[src/sv/json_nesting_bound_checker_unit_assert.svh]
// Assertion macros for the JSON nesting bound checker.
// Included by the top level; relies on nothing else.
`ifndef JSON_NESTING_BOUND_CHECKER_UNIT_ASSERT_SVH
`define JSON_NESTING_BOUND_CHECKER_UNIT_ASSERT_SVH

`ifndef ASSERT_OFF
// Same-cycle implication, checked on every rising clock edge out of reset.
`define JNBC_ASSERT_IMPLY(lbl, clk, rst, ante, cons) \
   lbl: assert property (@(posedge clk) disable iff (rst) (ante) |-> (cons)) \
      else $error("jnbc: implication check failed");
// Next-cycle implication.
`define JNBC_ASSERT_NEXT(lbl, clk, rst, ante, cons) \
   lbl: assert property (@(posedge clk) disable iff (rst) (ante) |=> (cons)) \
      else $error("jnbc: next-cycle check failed");
`else
`define JNBC_ASSERT_IMPLY(lbl, clk, rst, ante, cons)
`define JNBC_ASSERT_NEXT(lbl, clk, rst, ante, cons)
`endif

`endif

[src/sv/jnbc_pkg.sv]
// Shared types and constants for the JSON nesting bound checker.
// No dependencies; used by every module of the block.
package jnbc_pkg;

   localparam int ByteW   = 8;
   localparam int DepthW  = 8;
   localparam int LengthW = 16;
   localparam int NestW   = 9;
   localparam int CsrIdxW = 8;
   localparam int CsrDataW = 16;

   localparam logic [DepthW-1:0]  DepthLimitRst  = 8'd16;
   localparam logic [LengthW-1:0] LengthLimitRst = 16'd4096;
   localparam logic [LengthW-1:0] BytesMax       = 16'hFFFF;

   // register indexes
   localparam logic [CsrIdxW-1:0] RegDepthLimit  = 8'd0;
   localparam logic [CsrIdxW-1:0] RegLengthLimit = 8'd1;

   // characters of interest
   localparam logic [ByteW-1:0] ChNul       = 8'h00;
   localparam logic [ByteW-1:0] ChBackslash = 8'h5C;
   localparam logic [ByteW-1:0] ChQuote     = 8'h22;
   localparam logic [ByteW-1:0] ChLBrace    = 8'h7B;
   localparam logic [ByteW-1:0] ChLBracket  = 8'h5B;
   localparam logic [ByteW-1:0] ChRBrace    = 8'h7D;
   localparam logic [ByteW-1:0] ChRBracket  = 8'h5D;

   typedef struct packed {
      logic [DepthW-1:0]  depth_limit;
      logic [LengthW-1:0] length_limit;
   } cfg_type;

   // verdict handed from the tracker to the result register
   typedef struct packed {
      logic load;
      logic bounded_ok;
   } verdict_type;

endpackage

[src/sv/jnbc_in_stage.sv]
// Input register of the JSON nesting bound checker: holds one byte beat.
// Depends on jnbc_pkg.
module jnbc_in_stage (
   input  logic                         clock,
   input  logic                         reset,
   input  logic                         in_valid,
   output logic                         in_ready,
   input  logic [jnbc_pkg::ByteW-1:0]   in_byte,
   input  logic                         advance,
   output logic                         held_valid,
   output logic [jnbc_pkg::ByteW-1:0]   held_byte
);

   logic                       valid_ff, valid_in;
   logic [jnbc_pkg::ByteW-1:0] byte_ff;

   assign in_ready   = !valid_ff || advance;
   assign valid_in   = (in_valid && in_ready) || (valid_ff && !advance);
   assign held_valid = valid_ff;
   assign held_byte  = byte_ff;

   always_ff @(posedge clock) begin
      if (reset) begin
         valid_ff <= 1'b0;
      end else begin
         valid_ff <= valid_in;
      end
   end

   always_ff @(posedge clock) begin
      if (in_valid && in_ready) begin
         byte_ff <= in_byte;
      end
   end

endmodule

[src/sv/jnbc_tracker.sv]
// Message state of the checker: string, escape, depth, byte count, failure.
// Depends on jnbc_pkg; consumes one byte per advance and emits a verdict on NUL.
module jnbc_tracker (
   input  logic                       clock,
   input  logic                       reset,
   input  logic                       advance,
   input  logic [jnbc_pkg::ByteW-1:0] text_byte,
   input  jnbc_pkg::cfg_type          cfg,
   output jnbc_pkg::verdict_type      verdict
);

   logic                          inside_ff, inside_in;
   logic                          escape_ff, escape_in;
   logic [jnbc_pkg::NestW-1:0]    nest_ff, nest_in;
   logic [jnbc_pkg::LengthW-1:0]  bytes_ff, bytes_in;
   logic                          failed_ff, failed_in;
   logic                          fail_now;
   logic                          is_term;
   logic [jnbc_pkg::NestW:0]      nest_up;

   assign fail_now = failed_ff || (bytes_ff >= cfg.length_limit);
   assign is_term  = (text_byte == jnbc_pkg::ChNul);
   assign nest_up  = {1'b0, nest_ff} + {{jnbc_pkg::NestW{1'b0}}, 1'b1};

   assign verdict.load       = advance && is_term;
   assign verdict.bounded_ok = !fail_now && !inside_ff && (nest_ff == '0);

   always_comb begin
      inside_in = inside_ff;
      escape_in = escape_ff;
      nest_in   = nest_ff;
      bytes_in  = bytes_ff;
      failed_in = failed_ff;
      if (advance) begin
         if (is_term) begin
            inside_in = 1'b0;
            escape_in = 1'b0;
            nest_in   = '0;
            bytes_in  = '0;
            failed_in = 1'b0;
         end else begin
            failed_in = fail_now;
            if (bytes_ff != jnbc_pkg::BytesMax) begin
               bytes_in = bytes_ff + {{(jnbc_pkg::LengthW-1){1'b0}}, 1'b1};
            end
            // hold string and depth tracking once the message has failed
            if (!fail_now) begin
               if (inside_ff) begin
                  if (escape_ff) begin
                     escape_in = 1'b0;
                  end else if (text_byte == jnbc_pkg::ChBackslash) begin
                     escape_in = 1'b1;
                  end else if (text_byte == jnbc_pkg::ChQuote) begin
                     inside_in = 1'b0;
                  end
               end else if (text_byte == jnbc_pkg::ChQuote) begin
                  inside_in = 1'b1;
               end else if (text_byte == jnbc_pkg::ChLBrace ||
                            text_byte == jnbc_pkg::ChLBracket) begin
                  if (nest_up > {2'b00, cfg.depth_limit}) begin
                     failed_in = 1'b1;
                  end else begin
                     nest_in = nest_up[jnbc_pkg::NestW-1:0];
                  end
               end else if (text_byte == jnbc_pkg::ChRBrace ||
                            text_byte == jnbc_pkg::ChRBracket) begin
                  if (nest_ff == '0) begin
                     failed_in = 1'b1;
                  end else begin
                     nest_in = nest_ff - {{(jnbc_pkg::NestW-1){1'b0}}, 1'b1};
                  end
               end
            end
         end
      end
   end

   always_ff @(posedge clock) begin
      if (reset) begin
         inside_ff <= 1'b0;
         escape_ff <= 1'b0;
         nest_ff   <= '0;
         bytes_ff  <= '0;
         failed_ff <= 1'b0;
      end else begin
         inside_ff <= inside_in;
         escape_ff <= escape_in;
         nest_ff   <= nest_in;
         bytes_ff  <= bytes_in;
         failed_ff <= failed_in;
      end
   end

endmodule

[src/sv/jnbc_rsp_reg.sv]
// Result register of the checker: holds one verdict beat until taken.
// Depends on jnbc_pkg.
module jnbc_rsp_reg (
   input  logic                  clock,
   input  logic                  reset,
   input  jnbc_pkg::verdict_type verdict,
   output logic                  can_load,
   output logic                  out_valid,
   input  logic                  out_ready,
   output logic                  out_ok
);

   logic valid_ff, valid_in;
   logic ok_ff;

   assign can_load  = !valid_ff || out_ready;
   assign valid_in  = verdict.load || (valid_ff && !out_ready);
   assign out_valid = valid_ff;
   assign out_ok    = ok_ff;

   always_ff @(posedge clock) begin
      if (reset) begin
         valid_ff <= 1'b0;
      end else begin
         valid_ff <= valid_in;
      end
   end

   always_ff @(posedge clock) begin
      if (verdict.load) begin
         ok_ff <= verdict.bounded_ok;
      end
   end

endmodule

[src/sv/json_nesting_bound_checker_unit.sv]
// JSON nesting bound checker unit.
// Takes a JSON text one byte beat at a time on the req_ stream; a zero byte
// ends the message and produces one verdict beat on the rsp_ stream
// (bit 0 of rsp_tdata: 1 when balanced, within both limits, outside a string).
// Non-zero bytes produce no beat. Bytes after a failure are still consumed.
// Throughput: one byte per cycle unless a waiting verdict stalls the input.
// After acceptance the terminator passes the input register and the tracker,
// and its verdict is loaded into the result register, which presents the
// verdict beat.
// Configuration: csr_ index 0 is depth_limit (low 8 data bits), index 1 is
// length_limit; other indexes are ignored. csr_ready is always high.
// Reset (synchronous, active high) clears message state and loads
// depth_limit 16, length_limit 4096; no clearing pass is needed.
// When the receiver stalls, the verdict holds in the result register; the
// byte in the input register then waits and req_tready drops until the
// verdict is taken.
// Depends on jnbc_pkg, jnbc_in_stage, jnbc_tracker, jnbc_rsp_reg and the
// assertion header.
`include "json_nesting_bound_checker_unit_assert.svh"

module json_nesting_bound_checker_unit (
   input  logic                          clock,
   input  logic                          reset,
   input  logic                          req_tvalid,
   output logic                          req_tready,
   input  logic [7:0]                    req_tdata,   // [7:0] text_byte
   output logic                          rsp_tvalid,
   input  logic                          rsp_tready,
   output logic [7:0]                    rsp_tdata,   // [0] bounded_ok, [7:1] zero
   input  logic                          csr_valid,
   output logic                          csr_ready,
   input  logic [jnbc_pkg::CsrIdxW-1:0]  csr_index,
   input  logic [jnbc_pkg::CsrDataW-1:0] csr_data
);

   jnbc_pkg::cfg_type     cfg_ff, cfg_in;
   jnbc_pkg::verdict_type verdict;
   logic                  held_valid;
   logic [7:0]            held_byte;
   logic                  can_load;
   logic                  advance;
   logic                  bounded_ok;

   assign csr_ready = 1'b1;

   always_comb begin
      cfg_in = cfg_ff;
      if (csr_valid && csr_ready) begin
         unique case (csr_index)
            jnbc_pkg::RegDepthLimit:  cfg_in.depth_limit  = csr_data[jnbc_pkg::DepthW-1:0];
            jnbc_pkg::RegLengthLimit: cfg_in.length_limit = csr_data;
            default: ;
         endcase
      end
   end

   always_ff @(posedge clock) begin
      if (reset) begin
         cfg_ff.depth_limit  <= jnbc_pkg::DepthLimitRst;
         cfg_ff.length_limit <= jnbc_pkg::LengthLimitRst;
      end else begin
         cfg_ff <= cfg_in;
      end
   end

   // advance a byte into the tracker only if a verdict could be stored
   assign advance = held_valid && can_load;

   jnbc_in_stage u_in_stage (
      .clock      (clock),
      .reset      (reset),
      .in_valid   (req_tvalid),
      .in_ready   (req_tready),
      .in_byte    (req_tdata),
      .advance    (advance),
      .held_valid (held_valid),
      .held_byte  (held_byte)
   );

   jnbc_tracker u_tracker (
      .clock     (clock),
      .reset     (reset),
      .advance   (advance),
      .text_byte (held_byte),
      .cfg       (cfg_ff),
      .verdict   (verdict)
   );

   jnbc_rsp_reg u_rsp_reg (
      .clock     (clock),
      .reset     (reset),
      .verdict   (verdict),
      .can_load  (can_load),
      .out_valid (rsp_tvalid),
      .out_ready (rsp_tready),
      .out_ok    (bounded_ok)
   );

   assign rsp_tdata = {7'b0, bounded_ok};

   // a verdict is never loaded over one that is still waiting
   `JNBC_ASSERT_IMPLY(a_no_overwrite, clock, reset, verdict.load, !rsp_tvalid || rsp_tready)
   // a verdict beat appears only after a terminator leaves the input register
   `JNBC_ASSERT_NEXT(a_verdict_src, clock, reset, !rsp_tvalid && !verdict.load, !rsp_tvalid)
   // an empty input register always takes a beat
   `JNBC_ASSERT_IMPLY(a_ready_empty, clock, reset, !held_valid, req_tready)

endmodule
[config.mk]
export PLATFORM = sky130hd
export DESIGN_NAME = json_nesting_bound_checker_unit
export DESIGN_NICKNAME = d
export VERILOG_FILES = /design/src/sv/jnbc_pkg.sv /design/src/sv/jnbc_in_stage.sv /design/src/sv/jnbc_tracker.sv /design/src/sv/jnbc_rsp_reg.sv /design/src/sv/json_nesting_bound_checker_unit.sv
export VERILOG_INCLUDE_DIRS = /design/src /design/src/sv
export SDC_FILE = /design/constraint.sdc
export NUM_CORES = 1
export LEC_CHECK = 0
export BUFFER_PORTS_ARGS = -buffer_cell sky130_fd_sc_hd__buf_2
export CAP_MARGIN = 20
export CORE_AREA = 2 2 85 127
export DETAILED_ROUTE_END_ITERATION = 12
export DIE_AREA = 0 0 87 129
export PLACE_DENSITY_LB_ADDON = 0.1
export SLEW_MARGIN = 30
export SYNTH_ARGS = -nofsm -noshare
export SYNTH_HDL_FRONTEND = slang
export SYNTH_HIERARCHICAL = 1
export SYNTH_SLANG_ARGS = --single-unit
[constraint.sdc]
create_clock -name clock -period 4.55 [get_ports clock]
set_input_delay 0 -clock clock [delete_from_list [all_inputs] [get_ports clock]]
set_output_delay 0 -clock clock [all_outputs]
set_load 0.02 [all_outputs]
==> results.sh <==
export IMPL_port_buffers=39
export IMPL_layout_area_overhead_vs_synth_pct=19.0
export IMPL_endpoint_type_of_the_worst_setup_path="flop"
export IMPL_r2r_end="u_tracker/nest_ff[0]$_SDFFE_PP0P_"
export IMPL_detail_route_iter0_violations=81
export IMPL_final_layout_size_suffix_gt1_frac=0.162
export IMPL_final_fill_count=996
export IMPL_initial_utilization=0.382
export IMPL_synth_mux_area_frac=0.0497
export IMPL_crit_required_ns=4.77
export IMPL_fmaxAchievable_ghz=0.304
export IMPL_drt_pass1_iterations=4
export IMPL_rsz0062_at_grt="false"
export IMPL_gp_congestion=0.908
export IMPL_design_die_area_sq_mm=0.0112
export IMPL_setup_total_negative_slack_ns=0
export IMPL_critical_path_max_fanout=14
export IMPL_power_leakage_nw=1.86
export IMPL_vias=3178
export IMPL_cap_viol_max_count=0
export IMPL_synth_adder_area_share=0.0909
export IMPL_antenna_violations_before_repair=0
export IMPL_hpwl_microns=6520
export IMPL_die_width_microns=87
export IMPL_dominant_combinational_cell_family_by_area_after_synthesis="simple AND/OR/NAND/NOR gates"
export IMPL_net_count_of_the_finished_layout=549
export IMPL_worst_skew_pair_late_latency_ns=0.33
export IMPL_placed_cell_area_sq_mm=0.00405
export IMPL_arrival_time_of_data_at_the_critical_path_endpoint_ns=3.52
export IMPL_worst_ir_drop_vdd_uv=185
export IMPL_placedCellCount=567
export IMPL_critical_path_endpoint="u_tracker/nest_ff[0]$_SDFFE_PP0P_"
export IMPL_routedWlPerCell_microns=14.4
export IMPL_drt_drc_violations_left=0
export IMPL_pwr_density_cell_mw_per_mm2=299
export IMPL_final_cell_mix="dfxtp_1, buf_2, nor2_1"
export IMPL_run_status="finished, final reports clean"
export IMPL_ios=48
export IMPL_hold_crit_class="primary input to flop"
export IMPL_synth_ff_type="dfxtp_1"
export IMPL_synth_async_reset_ratio=0
export IMPL_crit_start="u_tracker/nest_ff[1]$_SDFFE_PP0P_"
export IMPL_root_buffer="clkbuf_16"
export IMPL_synthSimpleGateAreaFrac=0.241
export IMPL_worst_r2r_path_depth=11
export IMPL_slew_headroom=0.408
export IMPL_layout_commonest_cell="dfxtp_1"
export IMPL_ant_nets=0
export IMPL_die_y_extent_microns=129
export IMPL_cts_buffers_inserted=9
export IMPL_postLayoutCoreUtil=0.455
export IMPL_synth_top_area_cell="dfxtp_1"
export IMPL_synth_edff_count=9
export IMPL_critical_path_slowest_cell="a21boi_2"
export IMPL_worst_setup_hold_path_clk_slew_ns=0.06
export IMPL_vias_per_cell=5.24
export IMPL_detail_route_wirelength_microns=8750
export IMPL_floorplan_core_area_sq_mm=0.0101
export IMPL_finalHoldViolations=0
export IMPL_final_cells=606
export IMPL_whs_path_depth=3
export IMPL_critPathMostFrequentCell="ha_1"
export IMPL_design_power_total_w=0.00137
export IMPL_clock_path_buffers=2
export IMPL_yosysWarningCount=6
export IMPL_worst_slew_pin_slew_ns=0.885
export IMPL_grt_ovfl_total=0
export IMPL_synthesis_area_per_instance_sq_um=8.94
export IMPL_numClockSinks=63
export IMPL_final_max_slew_viol_count=0
export IMPL_cts_tree="yes"
export IMPL_worstReg2RegStart="u_tracker/nest_ff[1]$_SDFFE_PP0P_"
export IMPL_postCtsSetupRepairBufs=0
export IMPL_worst_setup_path_start_kind="flop"
export IMPL_r2r_setup_slack_ns=1.26
export IMPL_timing_critical_path_slowest_cell_delay_ns=0.51
export IMPL_leading_post_synthesis_cells_by_cell_area="dfxtp_1, ha_1, edfxtp_1"
export IMPL_yosysSeqAreaShare=0.351
export IMPL_grt_pass1_wl_microns=14800
export IMPL_synth_top_cell_area_share=0.281
export IMPL_synthXorXnorAreaFrac=0.0477
export IMPL_antenna_cells_inserted=0
export IMPL_cp_num_cells=11
export IMPL_globalRouteTotalUtil=0.171
export IMPL_htreeDepth=3
export IMPL_worst_setup_path_type="flop to flop"
export IMPL_finalSetupViolCount=0
export IMPL_netlist_area_sq_mm=0.00385
export IMPL_cts_resized_gates=0
export IMPL_grt_pass1_vias=3147
export IMPL_final_design_area_no_fill_sq_mm=0.00459
export IMPL_synth_compound_area_share=0.139
export IMPL_cp_top_family="compound AO/OA/AOI/OAI gates"
export IMPL_cp_num_buf_inv=0
export IMPL_synth_ff_latch_count=63
export IMPL_num_rows=45
export IMPL_fin_worst_skew_ns=0.00590
export IMPL_pin_count_of_the_biggest_net_entering_global_routing=47
export IMPL_finalCritPeriodShare=0.724
export IMPL_netlist_instances=431
export IMPL_ys_types=66
export IMPL_timing_critical_path_cells="ha_1 -> nand3_1 -> nor2_1 -> xor2_1 -> ha_1 -> o21a_1 -> o22a_1 -> a211o_1 -> a21boi_2 -> o21ai_1 -> mux2_2"
export IMPL_final_min_clock_period_ns=3.29
[what timing repair did]
item | in CTS | in global routing
hold buffers | 23 | 0
endpoints found under the setup margin | 0 | 0
hold endpoints to repair | 28 | 0
[flip-flops by register name, summed over array words and instances (netlist names)]
signal,count
u_tracker/escape_ff,1
u_in_stage/held_valid,1
u_rsp_reg/out_valid,1
u_tracker/inside_ff,1
u_rsp_reg/out_ok,1
u_tracker/nest_ff,9
u_tracker/failed_ff,1
cfg_ff,24
u_tracker/bytes_ff,16
u_in_stage/held_byte,8
[cells by family (layout without fill, tap and decap cells)]
kind of cell             after synthesis  after routing
AO/OA/AOI/OAI                         79             79
other                                  2              8
AND/OR/NAND/NOR                      157            157
multiplexers                          19             19
flip-flops                            63             63
XOR/XNOR                              21             21
adder cells (fa/ha/maj)               28             28
buffers and inverters                 62            114
[power by group]
part	switching, W	internal [W]
logic	0.0000565	0.0000486
clock network	0.000264	0.000423
registers	0.00000643	0.000574
[routing by layer]
metal,global-route usage,part of all wire
met2,0.293,0.52
met4,0.0671,0.020
met1,0.201,0.43
met3,0.0449,0.029
met5,0,0
[synth_stat cells, drive strengths merged (3+ instances only)]
master,instances
a211o,3
a211oi,4
a21o,7
a21oi,18
a31oi,15
and2,5
and3,3
and4,3
buf,17
clkbuf,9
dfxtp,54
edfxtp,9
ha,28
inv,36
mux2i,18
nand2,23
nand2b,23
nand3,16
nand4,17
nor2,37
nor3,6
nor3b,3
nor4,3
o21ai,7
o22ai,3
o31ai,9
or2b,4
or3,3
xnor2,8
xor2,13
[worst reg2reg max path: stages, from the launching register on]
cell and delay (ns):
dfxtp_1 0.42, ha_1 0.24, nand3_1 0.20, nor2_1 0.23, xor2_1 0.17, ha_1 0.26
o21a_1 0.19, o22a_1 0.17, a211o_1 0.32, a21boi_2 0.51, o21ai_1 0.18, mux2_2 0.29
[worst min-delay path by stage]
stage | startpoint | end
6_report | csr_data[5] | cfg_ff[21]$_SDFFE_PP0P_
5_1_grt | csr_data[5] | cfg_ff[21]$_SDFFE_PP0P_
4_1_cts | csr_data[5] | cfg_ff[21]$_SDFFE_PP0P_
3_5_place_dp | req_tdata[2] | u_in_stage/held_byte[2]$_DFFE_PP_
3_3_place_gp | req_tdata[2] | u_in_stage/held_byte[2]$_DFFE_PP_
2_1_floorplan | reset | u_in_stage/held_valid$_SDFF_PP0_
[final cells by class]
type	count	area, sq um	area share
well taps	117	146	0.0319
repair buffers	62	425	0.0927
flip-flops and latches	63	1350	0.295
multi-input cells	312	2230	0.486
clock inverters	7	73.8	0.0161
inverters	36	135	0.0295
clock buffers	9	225	0.0491
[stage by stage]
stage          setup WS [ns]  hold slack, ns
6_report                1.26          0.0231
4_1_cts                 1.26         0.00534
5_1_grt                0.959          0.0111
2_1_floorplan           1.84          0.0624
3_3_place_gp            1.34           0.177
3_5_place_dp            1.28           0.181
(Power assumes the default switching activity.)
